**src/hw/rtl/mvfb_pkg.sv**
```systemverilog
`timescale 1ns / 1ps
`default_nettype none
// ----------------------------------------------------------------------------
// mvfb_pkg
// Shared types and constants of the motion vector flow blur block.
// ----------------------------------------------------------------------------
package mvfb_pkg;

  localparam int SAMPLE_BITS_DEF     = 8;
  localparam int STORE_ADDR_BITS_DEF = 20;

  localparam int CFG_INDEX_BITS = 3;
  localparam int CFG_DATA_BITS  = 20;
  localparam int VEC_BITS       = 13;
  localparam int POS_BITS       = 12;

  // Register indexes of the configuration port.
  localparam logic [CFG_INDEX_BITS-1:0] REG_BLUR_AMOUNT    = 3'd0;
  localparam logic [CFG_INDEX_BITS-1:0] REG_STEP_PRECISION = 3'd1;
  localparam logic [CFG_INDEX_BITS-1:0] REG_LOG_PEL        = 3'd2;
  localparam logic [CFG_INDEX_BITS-1:0] REG_ROW_STRIDE     = 3'd3;
  localparam logic [CFG_INDEX_BITS-1:0] REG_ORIGIN         = 3'd4;

  // Configuration register set.
  typedef struct packed {
    logic [8:0]  blur_amount;
    logic [8:0]  step_precision;
    logic [1:0]  log_pel;
    logic [15:0] ref_row_stride;
    logic [19:0] origin_address;
  } mvfb_cfg_t;

  // Input request fields.
  typedef struct packed {
    logic        func;
    logic [19:0] load_address;
    logic [15:0] load_sample;
    logic [11:0] pixel_col;
    logic [11:0] pixel_row;
    logic signed [12:0] fwd_vx;
    logic signed [12:0] fwd_vy;
    logic signed [12:0] bwd_vx;
    logic signed [12:0] bwd_vy;
  } mvfb_req_t;

endpackage : mvfb_pkg
`default_nettype wire

```
**src/hw/rtl/mvfb_divider.sv**
```systemverilog
`timescale 1ns / 1ps
`default_nettype none
// ----------------------------------------------------------------------------
// mvfb_divider
// Unsigned restoring divider, one quotient bit per cycle.
// ----------------------------------------------------------------------------
module mvfb_divider #(
  parameter int W = 32
) (
  input  wire logic         clk,
  input  wire logic         rst,
  input  wire logic         start,
  input  wire logic [W-1:0] dividend,
  input  wire logic [W-1:0] divisor,
  output logic              done,
  output logic [W-1:0]      quotient
);
  localparam int CW = $clog2(W + 1);

  logic [W-1:0]  rem;
  logic [W-1:0]  quo;
  logic [W-1:0]  dvs;
  logic [CW-1:0] cnt;
  logic          busy;
  logic [W:0]    trial;

  assign trial    = {rem, quo[W-1]} - {1'b0, dvs};
  assign quotient = quo;

  // Shift one dividend bit in per cycle and subtract where it fits.
  always_ff @(posedge clk) begin
    if (rst) begin
      busy <= 1'b0;
      done <= 1'b0;
      cnt  <= '0;
    end else begin
      done <= 1'b0;
      if (start) begin
        busy <= 1'b1;
        cnt  <= CW'(W);
      end else if (busy) begin
        cnt <= cnt - 1'b1;
        if (cnt == CW'(1)) begin
          busy <= 1'b0;
          done <= 1'b1;
        end
      end
    end
  end

  always_ff @(posedge clk) begin
    if (start) begin
      rem <= '0;
      quo <= dividend;
      dvs <= divisor;
    end else if (busy) begin
      if (!trial[W]) begin
        rem <= trial[W-1:0];
        quo <= {quo[W-2:0], 1'b1};
      end else begin
        rem <= {rem[W-2:0], quo[W-1]};
        quo <= {quo[W-2:0], 1'b0};
      end
    end
  end

endmodule : mvfb_divider
`default_nettype wire

```
**src/hw/rtl/mvfb_engine.sv**
```systemverilog
`timescale 1ns / 1ps
`default_nettype none
// ----------------------------------------------------------------------------
// mvfb_engine
// Sequencer that writes load samples, computes path steps, gathers samples and averages them.
// ----------------------------------------------------------------------------
module mvfb_engine #(
  parameter int SAMPLE_BITS     = 8,
  parameter int STORE_ADDR_BITS = 20
) (
  input  wire logic                       clk,
  input  wire logic                       rst,
  input  wire mvfb_pkg::mvfb_cfg_t        cfg,
  input  wire logic                       in_valid,
  output logic                            in_ready,
  input  wire mvfb_pkg::mvfb_req_t        in_req,
  output logic                            out_valid,
  input  wire logic                       out_ready,
  output logic [15:0]                     out_sample,
  output logic                            out_clamped,
  output logic                            st_wr_en,
  output logic [STORE_ADDR_BITS-1:0]      st_wr_addr,
  output logic [SAMPLE_BITS-1:0]          st_wr_data,
  output logic                            st_rd_en,
  output logic [STORE_ADDR_BITS-1:0]      st_rd_addr,
  input  wire logic [SAMPLE_BITS-1:0]     st_rd_data
);
  import mvfb_pkg::*;

  localparam int DW  = 32;
  // Signed address width: base is below 2^45.
  localparam int AW  = 48;
  localparam int SW  = 24;
  localparam int CNW = 22;
  localparam int SUMW = SAMPLE_BITS + CNW + 1;

  typedef enum logic [10:0] {
    S_IDLE   = 11'b00000000001,
    S_BASE   = 11'b00000000010,
    S_CENTRE = 11'b00000000100,
    S_DIR    = 11'b00000001000,
    S_CDIV   = 11'b00000010000,
    S_XDIV   = 11'b00000100000,
    S_YDIV   = 11'b00001000000,
    S_GATHER = 11'b00010000000,
    S_ADIV   = 11'b00100000000,
    S_AWAIT  = 11'b01000000000,
    S_OUT    = 11'b10000000000
  } state_t;

  state_t state, state_next;

  mvfb_req_t req;
  logic signed [AW-1:0] base;
  logic                 dir;
  logic signed [SW-1:0] sx, sy, stx, sty, px, py;
  logic [CNW-1:0]       cnt, idx;
  logic [CNW:0]         total;
  logic [SUMW-1:0]      sum;
  logic                 clamped;
  logic                 rd_pend;
  logic [DW-1:0]        ax_r, ay_r;

  logic                 div_start;
  logic [DW-1:0]        div_a, div_b, div_q;
  logic                 div_done;

  mvfb_divider #(.W(DW)) u_div (
    .clk(clk), .rst(rst), .start(div_start), .dividend(div_a),
    .divisor(div_b), .done(div_done), .quotient(div_q)
  );

  // Scaled vector of the current direction.
  logic signed [12:0] vx_sel, vy_sel;
  logic signed [SW-1:0] mx, my;
  assign vx_sel = dir ? req.bwd_vx : req.fwd_vx;
  assign vy_sel = dir ? req.bwd_vy : req.fwd_vy;
  assign mx = SW'(vx_sel) * $signed({1'b0, cfg.blur_amount});
  assign my = SW'(vy_sel) * $signed({1'b0, cfg.blur_amount});

  // Centre position terms: the row product needs up to 31 bits.
  logic [14:0] row_sh, col_sh;
  logic [30:0] row_prod;
  assign row_sh   = {3'd0, req.pixel_row} << cfg.log_pel;
  assign col_sh   = {3'd0, req.pixel_col} << cfg.log_pel;
  assign row_prod = 31'(row_sh) * 31'(cfg.ref_row_stride);

  // Path address: base + floor(py/256)*stride + floor(px/256).
  logic signed [SW-9:0] fy, fx;
  logic signed [AW-1:0] rowoff, path_addr, rd_full;
  logic                 out_lo, out_hi;
  assign fy = py[SW-1:8];
  assign fx = px[SW-1:8];
  assign rowoff = AW'(fy) * $signed({1'b0, cfg.ref_row_stride});

  always_ff @(posedge clk) begin
    path_addr <= base + rowoff + AW'(fx);
  end

  logic                 addr_stage;
  logic signed [AW-1:0] sel_addr;
  assign sel_addr = (state == S_CENTRE) ? base : path_addr;
  assign out_lo = sel_addr < 0;
  assign out_hi = sel_addr > $signed(AW'((64'd1 << STORE_ADDR_BITS) - 1));
  assign rd_full = sel_addr;
  assign st_rd_addr = out_lo ? '0 : out_hi ? '1 : rd_full[STORE_ADDR_BITS-1:0];

  assign in_ready   = (state == S_IDLE);
  assign st_wr_en   = in_valid && in_ready && !in_req.func;
  assign st_wr_addr = STORE_ADDR_BITS'(in_req.load_address);
  assign st_wr_data = in_req.load_sample[SAMPLE_BITS-1:0];

  logic [DW-1:0] prec;
  assign prec = (cfg.step_precision == '0) ? DW'(1) : DW'(cfg.step_precision);

  // Next-state logic.
  always_comb begin
    state_next = state;
    div_start  = 1'b0;
    div_a      = ax_r;
    div_b      = prec;
    st_rd_en   = 1'b0;
    unique case (state)
      S_IDLE:   if (in_valid && in_req.func) state_next = S_BASE;
      S_BASE:   state_next = S_CENTRE;
      S_CENTRE: begin
        st_rd_en   = 1'b1;
        state_next = S_DIR;
      end
      S_DIR: begin
        div_start  = 1'b1;
        div_a      = (mx < 0 ? DW'(-mx) : DW'(mx)) > (my < 0 ? DW'(-my) : DW'(my)) ?
                     (mx < 0 ? DW'(-mx) : DW'(mx)) : (my < 0 ? DW'(-my) : DW'(my));
        state_next = S_CDIV;
      end
      S_CDIV: if (div_done) begin
        if (div_q[DW-1:8] == '0) begin
          state_next = dir ? S_ADIV : S_DIR;
        end else begin
          div_start  = 1'b1;
          div_a      = ax_r;
          div_b      = DW'(div_q[DW-1:8]);
          state_next = S_XDIV;
        end
      end
      S_XDIV: if (div_done) begin
        div_start  = 1'b1;
        div_a      = ay_r;
        div_b      = DW'(cnt);
        state_next = S_YDIV;
      end
      S_YDIV: if (div_done) state_next = S_GATHER;
      S_GATHER: begin
        st_rd_en = addr_stage;
        if (addr_stage && idx == cnt) state_next = dir ? S_ADIV : S_DIR;
      end
      S_ADIV: begin
        div_start  = !rd_pend;
        div_a      = DW'(sum);
        div_b      = DW'(total);
        if (!rd_pend) state_next = S_AWAIT;
      end
      S_AWAIT:  if (div_done) state_next = S_OUT;
      S_OUT:    if (out_ready) state_next = S_IDLE;
      default:  state_next = S_IDLE;
    endcase
  end

  assign out_valid = (state == S_OUT);

  always_ff @(posedge clk) begin
    if (rst) begin
      state   <= S_IDLE;
      rd_pend <= 1'b0;
    end else begin
      state   <= state_next;
      rd_pend <= st_rd_en;
    end
  end

  // Datapath registers.
  always_ff @(posedge clk) begin
    if (rd_pend) sum <= sum + SUMW'(st_rd_data);
    unique case (state)
      S_IDLE: if (in_valid && in_req.func) begin
        req     <= in_req;
        dir     <= 1'b0;
        clamped <= 1'b0;
        sum     <= '0;
        total   <= (CNW+1)'(1);
      end
      S_BASE: begin
        base <= $signed({28'd0, cfg.origin_address})
              + $signed({17'd0, row_prod})
              + $signed({33'd0, col_sh});
      end
      S_CENTRE: if (out_lo || out_hi) clamped <= 1'b1;
      S_DIR: begin
        sx   <= mx;
        sy   <= my;
        ax_r <= mx < 0 ? DW'(-mx) : DW'(mx);
        ay_r <= my < 0 ? DW'(-my) : DW'(my);
      end
      S_CDIV: if (div_done) begin
        cnt <= CNW'(div_q[DW-1:8]);
        if (div_q[DW-1:8] == '0) dir <= 1'b1;
      end
      S_XDIV: if (div_done) stx <= sx < 0 ? -SW'(div_q) : SW'(div_q);
      S_YDIV: if (div_done) begin
        sty        <= sy < 0 ? -SW'(div_q) : SW'(div_q);
        px         <= stx;
        py         <= sy < 0 ? -SW'(div_q) : SW'(div_q);
        idx        <= CNW'(1);
        addr_stage <= 1'b0;
      end
      S_GATHER: begin
        addr_stage <= !addr_stage;
        if (addr_stage) begin
          if (out_lo || out_hi) clamped <= 1'b1;
          total <= total + 1'b1;
          px    <= px + stx;
          py    <= py + sty;
          idx   <= idx + 1'b1;
          if (idx == cnt) dir <= 1'b1;
        end
      end
      default: ;
    endcase
  end

  assign out_sample  = div_q[15:0];
  assign out_clamped = clamped;

`ifndef NO_ASSERTIONS
  a_ready_idle: assert property (@(posedge clk) disable iff (rst)
    in_ready |-> !out_valid) else $error("ready while result pending");
  a_rd_latency: assert property (@(posedge clk) disable iff (rst)
    st_rd_en |=> rd_pend) else $error("read pending lost");
  a_no_write_busy: assert property (@(posedge clk) disable iff (rst)
    st_wr_en |-> state == S_IDLE) else $error("store written while busy");
`endif

endmodule : mvfb_engine
`default_nettype wire

```
**config.mk**
```make
export PLATFORM = sky130hd
export DESIGN_NAME = mvfb_engine
export DESIGN_NICKNAME = d
export VERILOG_FILES = /design/src/hw/rtl/mvfb_pkg.sv /design/src/hw/rtl/mvfb_divider.sv /design/src/hw/rtl/mvfb_engine.sv
export SDC_FILE = /design/constraint.sdc
export NUM_CORES = 2
export LEC_CHECK = 0
export BUFFER_PORTS_ARGS = -buffer_cell sky130_fd_sc_hd__clkbuf_2
export CORE_MARGIN = 2
export CORE_UTILIZATION = 60
export DETAILED_ROUTE_END_ITERATION = 12
export GPL_ROUTABILITY_DRIVEN = 0
export GPL_TIMING_DRIVEN = 0
export HOLD_SLACK_MARGIN = 0.02
export PLACE_DENSITY_LB_ADDON = 0.3
export SYNTH_ARGS = -nofsm -noshare
export SYNTH_HDL_FRONTEND = slang
export SYNTH_SLANG_ARGS = --single-unit
export TNS_END_PERCENT = 10
```
**constraint.sdc**
```tcl
create_clock -name clk -period 13.3 [get_ports clk]
set_input_delay 2.66 -clock clk [delete_from_list [all_inputs] [get_ports clk]]
set_output_delay 2.66 -clock clk [all_outputs]
set_load 0.05 [all_outputs]
```
== Word level (Yosys, flattened, before mapping) ==
Index checks and enable logic that the tools add are counted.

* Bits in registers: 595
* Output and inout bits: 69
* Logic and storage cells: 180

* $add $sub $neg: 14
* Multipliers: 4
* Order comparisons: 7
* Eq/ne operators: 24
* Shift operators: 2
* Muxes and demuxes: 69
* Bitwise operators: 1
* Reductions and logical operators: 27

{| class="wikitable"
|+ Operators by type and width
! kind !! count
|-
| $mux W32 || 7
|-
| $mux W24 || 8
|-
| $pmux W11 S11 || 1
|-
| $pmux W24 S2 || 2
|-
| $pmux W32 S3 || 1
|-
| $mux W31 || 3
|-
| $lt A23 B1 Y1 const B || 4
|-
| $mux W11 || 8
|-
| $pmux W24 S3 || 1
|-
| $mux W22 || 3
|-
| $neg A23 Y32 || 2
|-
| $add A24 B24 Y24 || 2
|-
| $add A48 B16 Y48 || 1
|-
| $add A48 B33 Y48 || 1
|-
| $gt A48 B21 Y1 const B || 1
|-
| $lt A48 B1 Y1 const B || 1
|-
| $mux W48 || 1
|-
| $mul A13 B10 Y23 || 2
|-
| $mux W23 || 2
|-
| $pmux W23 S2 || 1
|-
| $pmux W22 S2 || 1
|-
| $mux W20 || 2
|-
| $add A32 B15 Y33 || 1
|-
| $mul A16 B17 Y33 || 1
|-
| other kinds (46) || 91
|}

== Depth between registers and ports, before layout ==
* Word-level depth: 8
* Depth in mapped cells: 43
* Depth with buffers taken out: 38

== Cells and area by module ==
From an unflattened synthesis, not the netlist that was laid out.

* Cell total of the unflattened synthesis: 6,050
* Area, all modules: 58,377.2 µm²

{| class="wikitable"
|+ Modules (own cells, without submodules)
! module !! times used !! cells an instance !! area each (µm²) !! sequential area each (µm²)
|-
| mvfb_engine || 1 || 5,473 || 52,390.2 || 12,061.6
|-
| mvfb_divider || 1 || 577 || 5,987.0 || 2,722.6
|}

== Least setup slack after synthesis ==
No wires, ideal clock.

* Path kind: input to register
* Start point: input port cfg[48] in the netlist's numbering
* End point: register u_div.quo[10], in the netlist u_div.quotient[10], data pin
* Library setup time: 263 ps
* Arrival: 10,634 ps
* Data required time: 13,037 ps
* Path slack: 2,403 ps
* Stages on the path: 40
* Path buffers: 4
* Cells stage by stage: clkbuf_1 > nand2_1 > fa_1 > inv_1 > fa_1 > inv_1 > fa_1 > inv_1 > fa_1 > inv_1 > fa_1 > inv_1 > ha_1 > nand4_1 > o22ai_1 > a211oi_1 > o21ai_0 > a21o_1 > [4 not listed] > buf_1 > o21ai_0 > xnor2_1 > inv_1 > ha_1 > a21o_1 > a21oi_1 > o21ai_0 > a21oi_1 > o21ai_0 > a21oi_1 > maj3_1 > o41ai_2 > nor2_1 > mux2i_4 > buf_6 > mux2i_1 > o22ai_1

* Word-level cells in the longest chain between the ends: 7
* Elaborated cells on any way between the ends: 12
* Classes of those cells: add/sub (2); mul (2); order compare (3); mux (5)

{| class="wikitable"
|+ RTL lines
! what !! line !! RTL
|-
| start, declared || mvfb_engine.sv:13 || <nowiki>input wire mvfb_pkg::mvfb_cfg_t cfg,</nowiki>
|-
| $mul A13 B10 Y23 * || mvfb_engine.sv:79 || <nowiki>assign my = SW'(vy_sel) * $signed({1'b0, cfg.blur_amount});</nowiki>
|-
| net my[22] || mvfb_engine.sv:75 || <nowiki>logic signed [SW-1:0] mx, my;</nowiki>
|-
| $neg A23 Y32 or $lt A23 B1 Y1 (tied branches) || mvfb_engine.sv:132, mvfb_engine.sv:133 ||
|-
| $mux W32 * || mvfb_engine.sv:132, mvfb_engine.sv:133 ||
|-
| $gt A32 B32 Y1 || mvfb_engine.sv:132 || <nowiki>div_a = (mx < 0 ? DW'(-mx) : DW'(mx)) > (my < 0 ? DW'(-my) : DW'(my)) ?</nowiki>
|-
| $mux W32 * || mvfb_engine.sv:132 ||
|-
| $pmux W32 S3 * || mvfb_engine.sv:123 || <nowiki>unique case (state)</nowiki>
|-
| $mux W32 * || mvfb_divider.sv:52 || <nowiki>if (start) begin</nowiki>
|-
| end signal, assigned || mvfb_divider.sv:54 || <nowiki>quo <= dividend;</nowiki>
|-
| end signal, assigned || mvfb_divider.sv:59 || <nowiki>quo <= {quo[W-2:0], 1'b1};</nowiki>
|-
| end signal, assigned || mvfb_divider.sv:62 || <nowiki>quo <= {quo[W-2:0], 1'b0};</nowiki>
|-
| end, declared || mvfb_divider.sv:21 || <nowiki>logic [W-1:0] quo;</nowiki>
|}

The timed path passes the listed nets; every way through them passes the cells marked *.
A chain may end at the register's enable or synchronous reset.

== Worst setup path after layout ==
* Start point: input port cfg[48] in the netlist's numbering
* End point: register u_div.quo[19], in the netlist u_div.quotient[19], data pin

* Word-level cells in the longest chain between the ends: 7
* Elaborated cells on any way between the ends: 12
* Classes of those cells: add/sub (2); mul (2); order compare (3); mux (5)

{| class="wikitable"
|+ RTL lines
! what !! line !! RTL
|-
| $mul A13 B10 Y23 * || mvfb_engine.sv:78 || <nowiki>assign mx = SW'(vx_sel) * $signed({1'b0, cfg.blur_amount});</nowiki>
|-
| net mx[22] || mvfb_engine.sv:75 ||
|-
| $neg A23 Y32 or $lt A23 B1 Y1 (tied branches) || mvfb_engine.sv:132, mvfb_engine.sv:133 ||
|-
| $mux W32 * || mvfb_engine.sv:132, mvfb_engine.sv:133 ||
|-
| $gt A32 B32 Y1 || mvfb_engine.sv:132 ||
|-
| $mux W32 * || mvfb_engine.sv:132 ||
|-
| $pmux W32 S3 * || mvfb_engine.sv:123 ||
|-
| $mux W32 * || mvfb_divider.sv:52 ||
|}

Marked as above.

==> flow_metrics.env <==
export IMPL_final_common_cell="inv_1"
export IMPL_ant_nets=0
export IMPL_routed_wl_mm=154
export IMPL_core_area_um2=94900
export IMPL_critPathMostFrequentCell="fa_1"
export IMPL_dieHeight_um=313
export IMPL_fin_worst_skew_ps=61.3
export IMPL_numCtsBuffers=61
export IMPL_dp_hpwl_mm=122
export IMPL_initial_core_util=0.605
export IMPL_synth_xor_area_share=0.0510
export IMPL_whs_ps=465
export IMPL_finalCriticalPeriod_ps=12640
export IMPL_status="completed"
export IMPL_max_stage_delay_ps=700
export IMPL_die_w_um=313
export IMPL_tightest_slew_ps=1300
export IMPL_die_area_um2=98100
export IMPL_post_cts_buffers=0
export IMPL_ys_ff_latch=528
export IMPL_ys_top_cells_by_area="fa_1, edfxtp_1, ha_1"
export IMPL_drive_gt1_frac=0.0742
export IMPL_period_share=0.950
export IMPL_setup_viol=0
export IMPL_required_ps=13750
export IMPL_hold_viol_final=0
export IMPL_h_tree_depth=2
export IMPL_yosys_area_share_simple=0.151
export IMPL_cp_end_kind="flop"
export IMPL_maxCapViolCount=0
export IMPL_seq_area_frac_synth=0.253
export IMPL_fp_row_count=113
export IMPL_boundaryPins=250
export IMPL_max_freq_mhz=79.1
export IMPL_cpMaxStageDelayCell="xor2_1"
export IMPL_synth_cells=6000
export IMPL_ys_warn_count=0
export IMPL_synth_area_um2=57400
export IMPL_async_reset_ff_frac=0
export IMPL_tns_ps=0
export IMPL_cp_top_family="adder cells"
export IMPL_grt_pass1_wl_mm=245
export IMPL_grt_pass1_vias=45700
export IMPL_hold_buffers=0
export IMPL_cts_tree="done"
export IMPL_grt_use_total=0.318
export IMPL_cts_buffer_depth=3
export IMPL_relSlewSlack=0.109
export IMPL_path_buf_inv=7
export IMPL_rsz0062_at_grt="false"
export IMPL_path_clk_slew_ps=60
export IMPL_routedWlPerCell_um=20.1
export IMPL_synthFlopType="edfxtp_1"
export IMPL_cts_sinks=528
export IMPL_worstSetupStartpointType="input pin"
export IMPL_viasPerCell=5.84
export IMPL_drcViolationCount=0
export IMPL_grt_max_degree=74
export IMPL_port_buffers=211
export IMPL_mostFrequentLayoutCells="inv_1, fa_1, nand2_1"
export IMPL_grt_remaining_overflow=0
export IMPL_path_max_fanout=10
export IMPL_cts_root_buffer="clkbuf_16"
export IMPL_nets=7681
export IMPL_firstDrtPassIters=12
export IMPL_synth_edff_count=397
export IMPL_ctsResizeCount=0
export IMPL_synth_top_family_by_area="adder cells"
export IMPL_synth_cell_type_count=94
export IMPL_fill_cells=7420
export IMPL_crit_arrival_ps=13090
export IMPL_hp_class="flop to flop"
export IMPL_synthMuxAreaShare=0.0209
export IMPL_clk_latency_ps=720
export IMPL_drv_slew=0
export IMPL_synth_adder_area_share=0.349
export IMPL_vias=44500
export IMPL_synth_compound_area_frac=0.0880
export IMPL_area_delta_synth_final_pct=8.72
export IMPL_yosys_area_top_type="fa_1"
export IMPL_netlist_area_leader_share=0.238
export IMPL_drt_initial_drc_count=4027
export IMPL_criticalPathCategory="input pin to flop"
export IMPL_antenna_found_initial=1
export IMPL_synth_avg_cell_area_um2=9.57
==> kinds of logic (layout without fill, tap and decap cells) <==
group,after synthesis,count (layout)
compound gates,794,794
xor+xnor,331,331
fa+ha+maj,1191,1191
buf+inv,1268,1600
flops,528,528
mux,106,106
other cells,2,36
simple gates,1780,1780
==> layer usage <==
metal  part of all wire  global-route usage  routed length (µm)  vias to the layer above
met5                  0                   0                   0                        -
met4              0.053               0.149                8200                        0
met3              0.083              0.0520               12700                      456
met2               0.49               0.544               74800                     2054
met1               0.38               0.397               58100                    21900
li1                   -                   -                   -                    20100
==> worst paths after layout <==
check / startpoint / endpoint / slack, ps / cells past startpoint
setup reg to reg: dir / u_div.quotient[19] / 1480 / 42
hold reg to reg: u_div.quotient[22] / cnt[14] / 470 / 0
setup / recovery: cfg[48] / u_div.quotient[19] / 660 / 36
hold / removal: u_div.quotient[22] / cnt[14] / 470 / 0
==> cells in the mapped netlist (all sizes together), types with 51 or more instances <==
library cell,count
xnor2,213
o21a,51
dfxtp,131
a21oi,202
nor2b,98
nand3,63
nor3,68
a211oi,57
fa,682
xor2,118
clkbuf,193
edfxtp,397
and2,283
a21o,52
nand2,642
mux2i,55
inv,1007
o21ai,232
ha,507
nor2,341
or3,58
nand2b,62
buf,67
==> metrics by stage <==
| stage | util | area [µm²] | setup slack (ps) | cells |
|---|---|---|---|---|
| after global routing | 0.658 | 62400 | 180 | 7629 |
| final | 0.658 | 62400 | 662 | 7631 |
| after CTS | 0.658 | 62400 | 918 | 7629 |
| after floorplan | - | 57500 | 2400 | 6032 |
| after global placement | 0.634 | 60200 | 451 | 7508 |
| after detailed placement | 0.635 | 60300 | 205 | 7513 |
==> sequential cells by signal (all words and copies together), names as in the netlist, 6 cells and up <==
name / count
path_addr: 48
cnt: 22
stx: 24
req: 76
ay_r: 31
sty: 24
base: 33
idx: 22
state: 11
px: 24
total: 23
u_div.dvs: 24
u_div.rem: 32
u_div.cnt: 6
py: 24
u_div.quotient: 32
sum: 31
ax_r: 31
==> final cells by class <==
cell class | count | area [µm²] | area share
diodes | 2 | 5.00 | 0.0000802
plain buffers | 260 | 1180 | 0.0189
clock buffers | 69 | 1590 | 0.0254
clock inverters | 47 | 522 | 0.00836
inverters | 1008 | 3780 | 0.0606
multi-input cells | 4236 | 38000 | 0.609
flip-flops and latches | 528 | 14500 | 0.233
well taps | 1265 | 1580 | 0.0254
repair buffers | 216 | 1170 | 0.0188
Power is not shown: default switching activity piles up to over one toggle a cycle in this logic, so the estimate is an artifact.
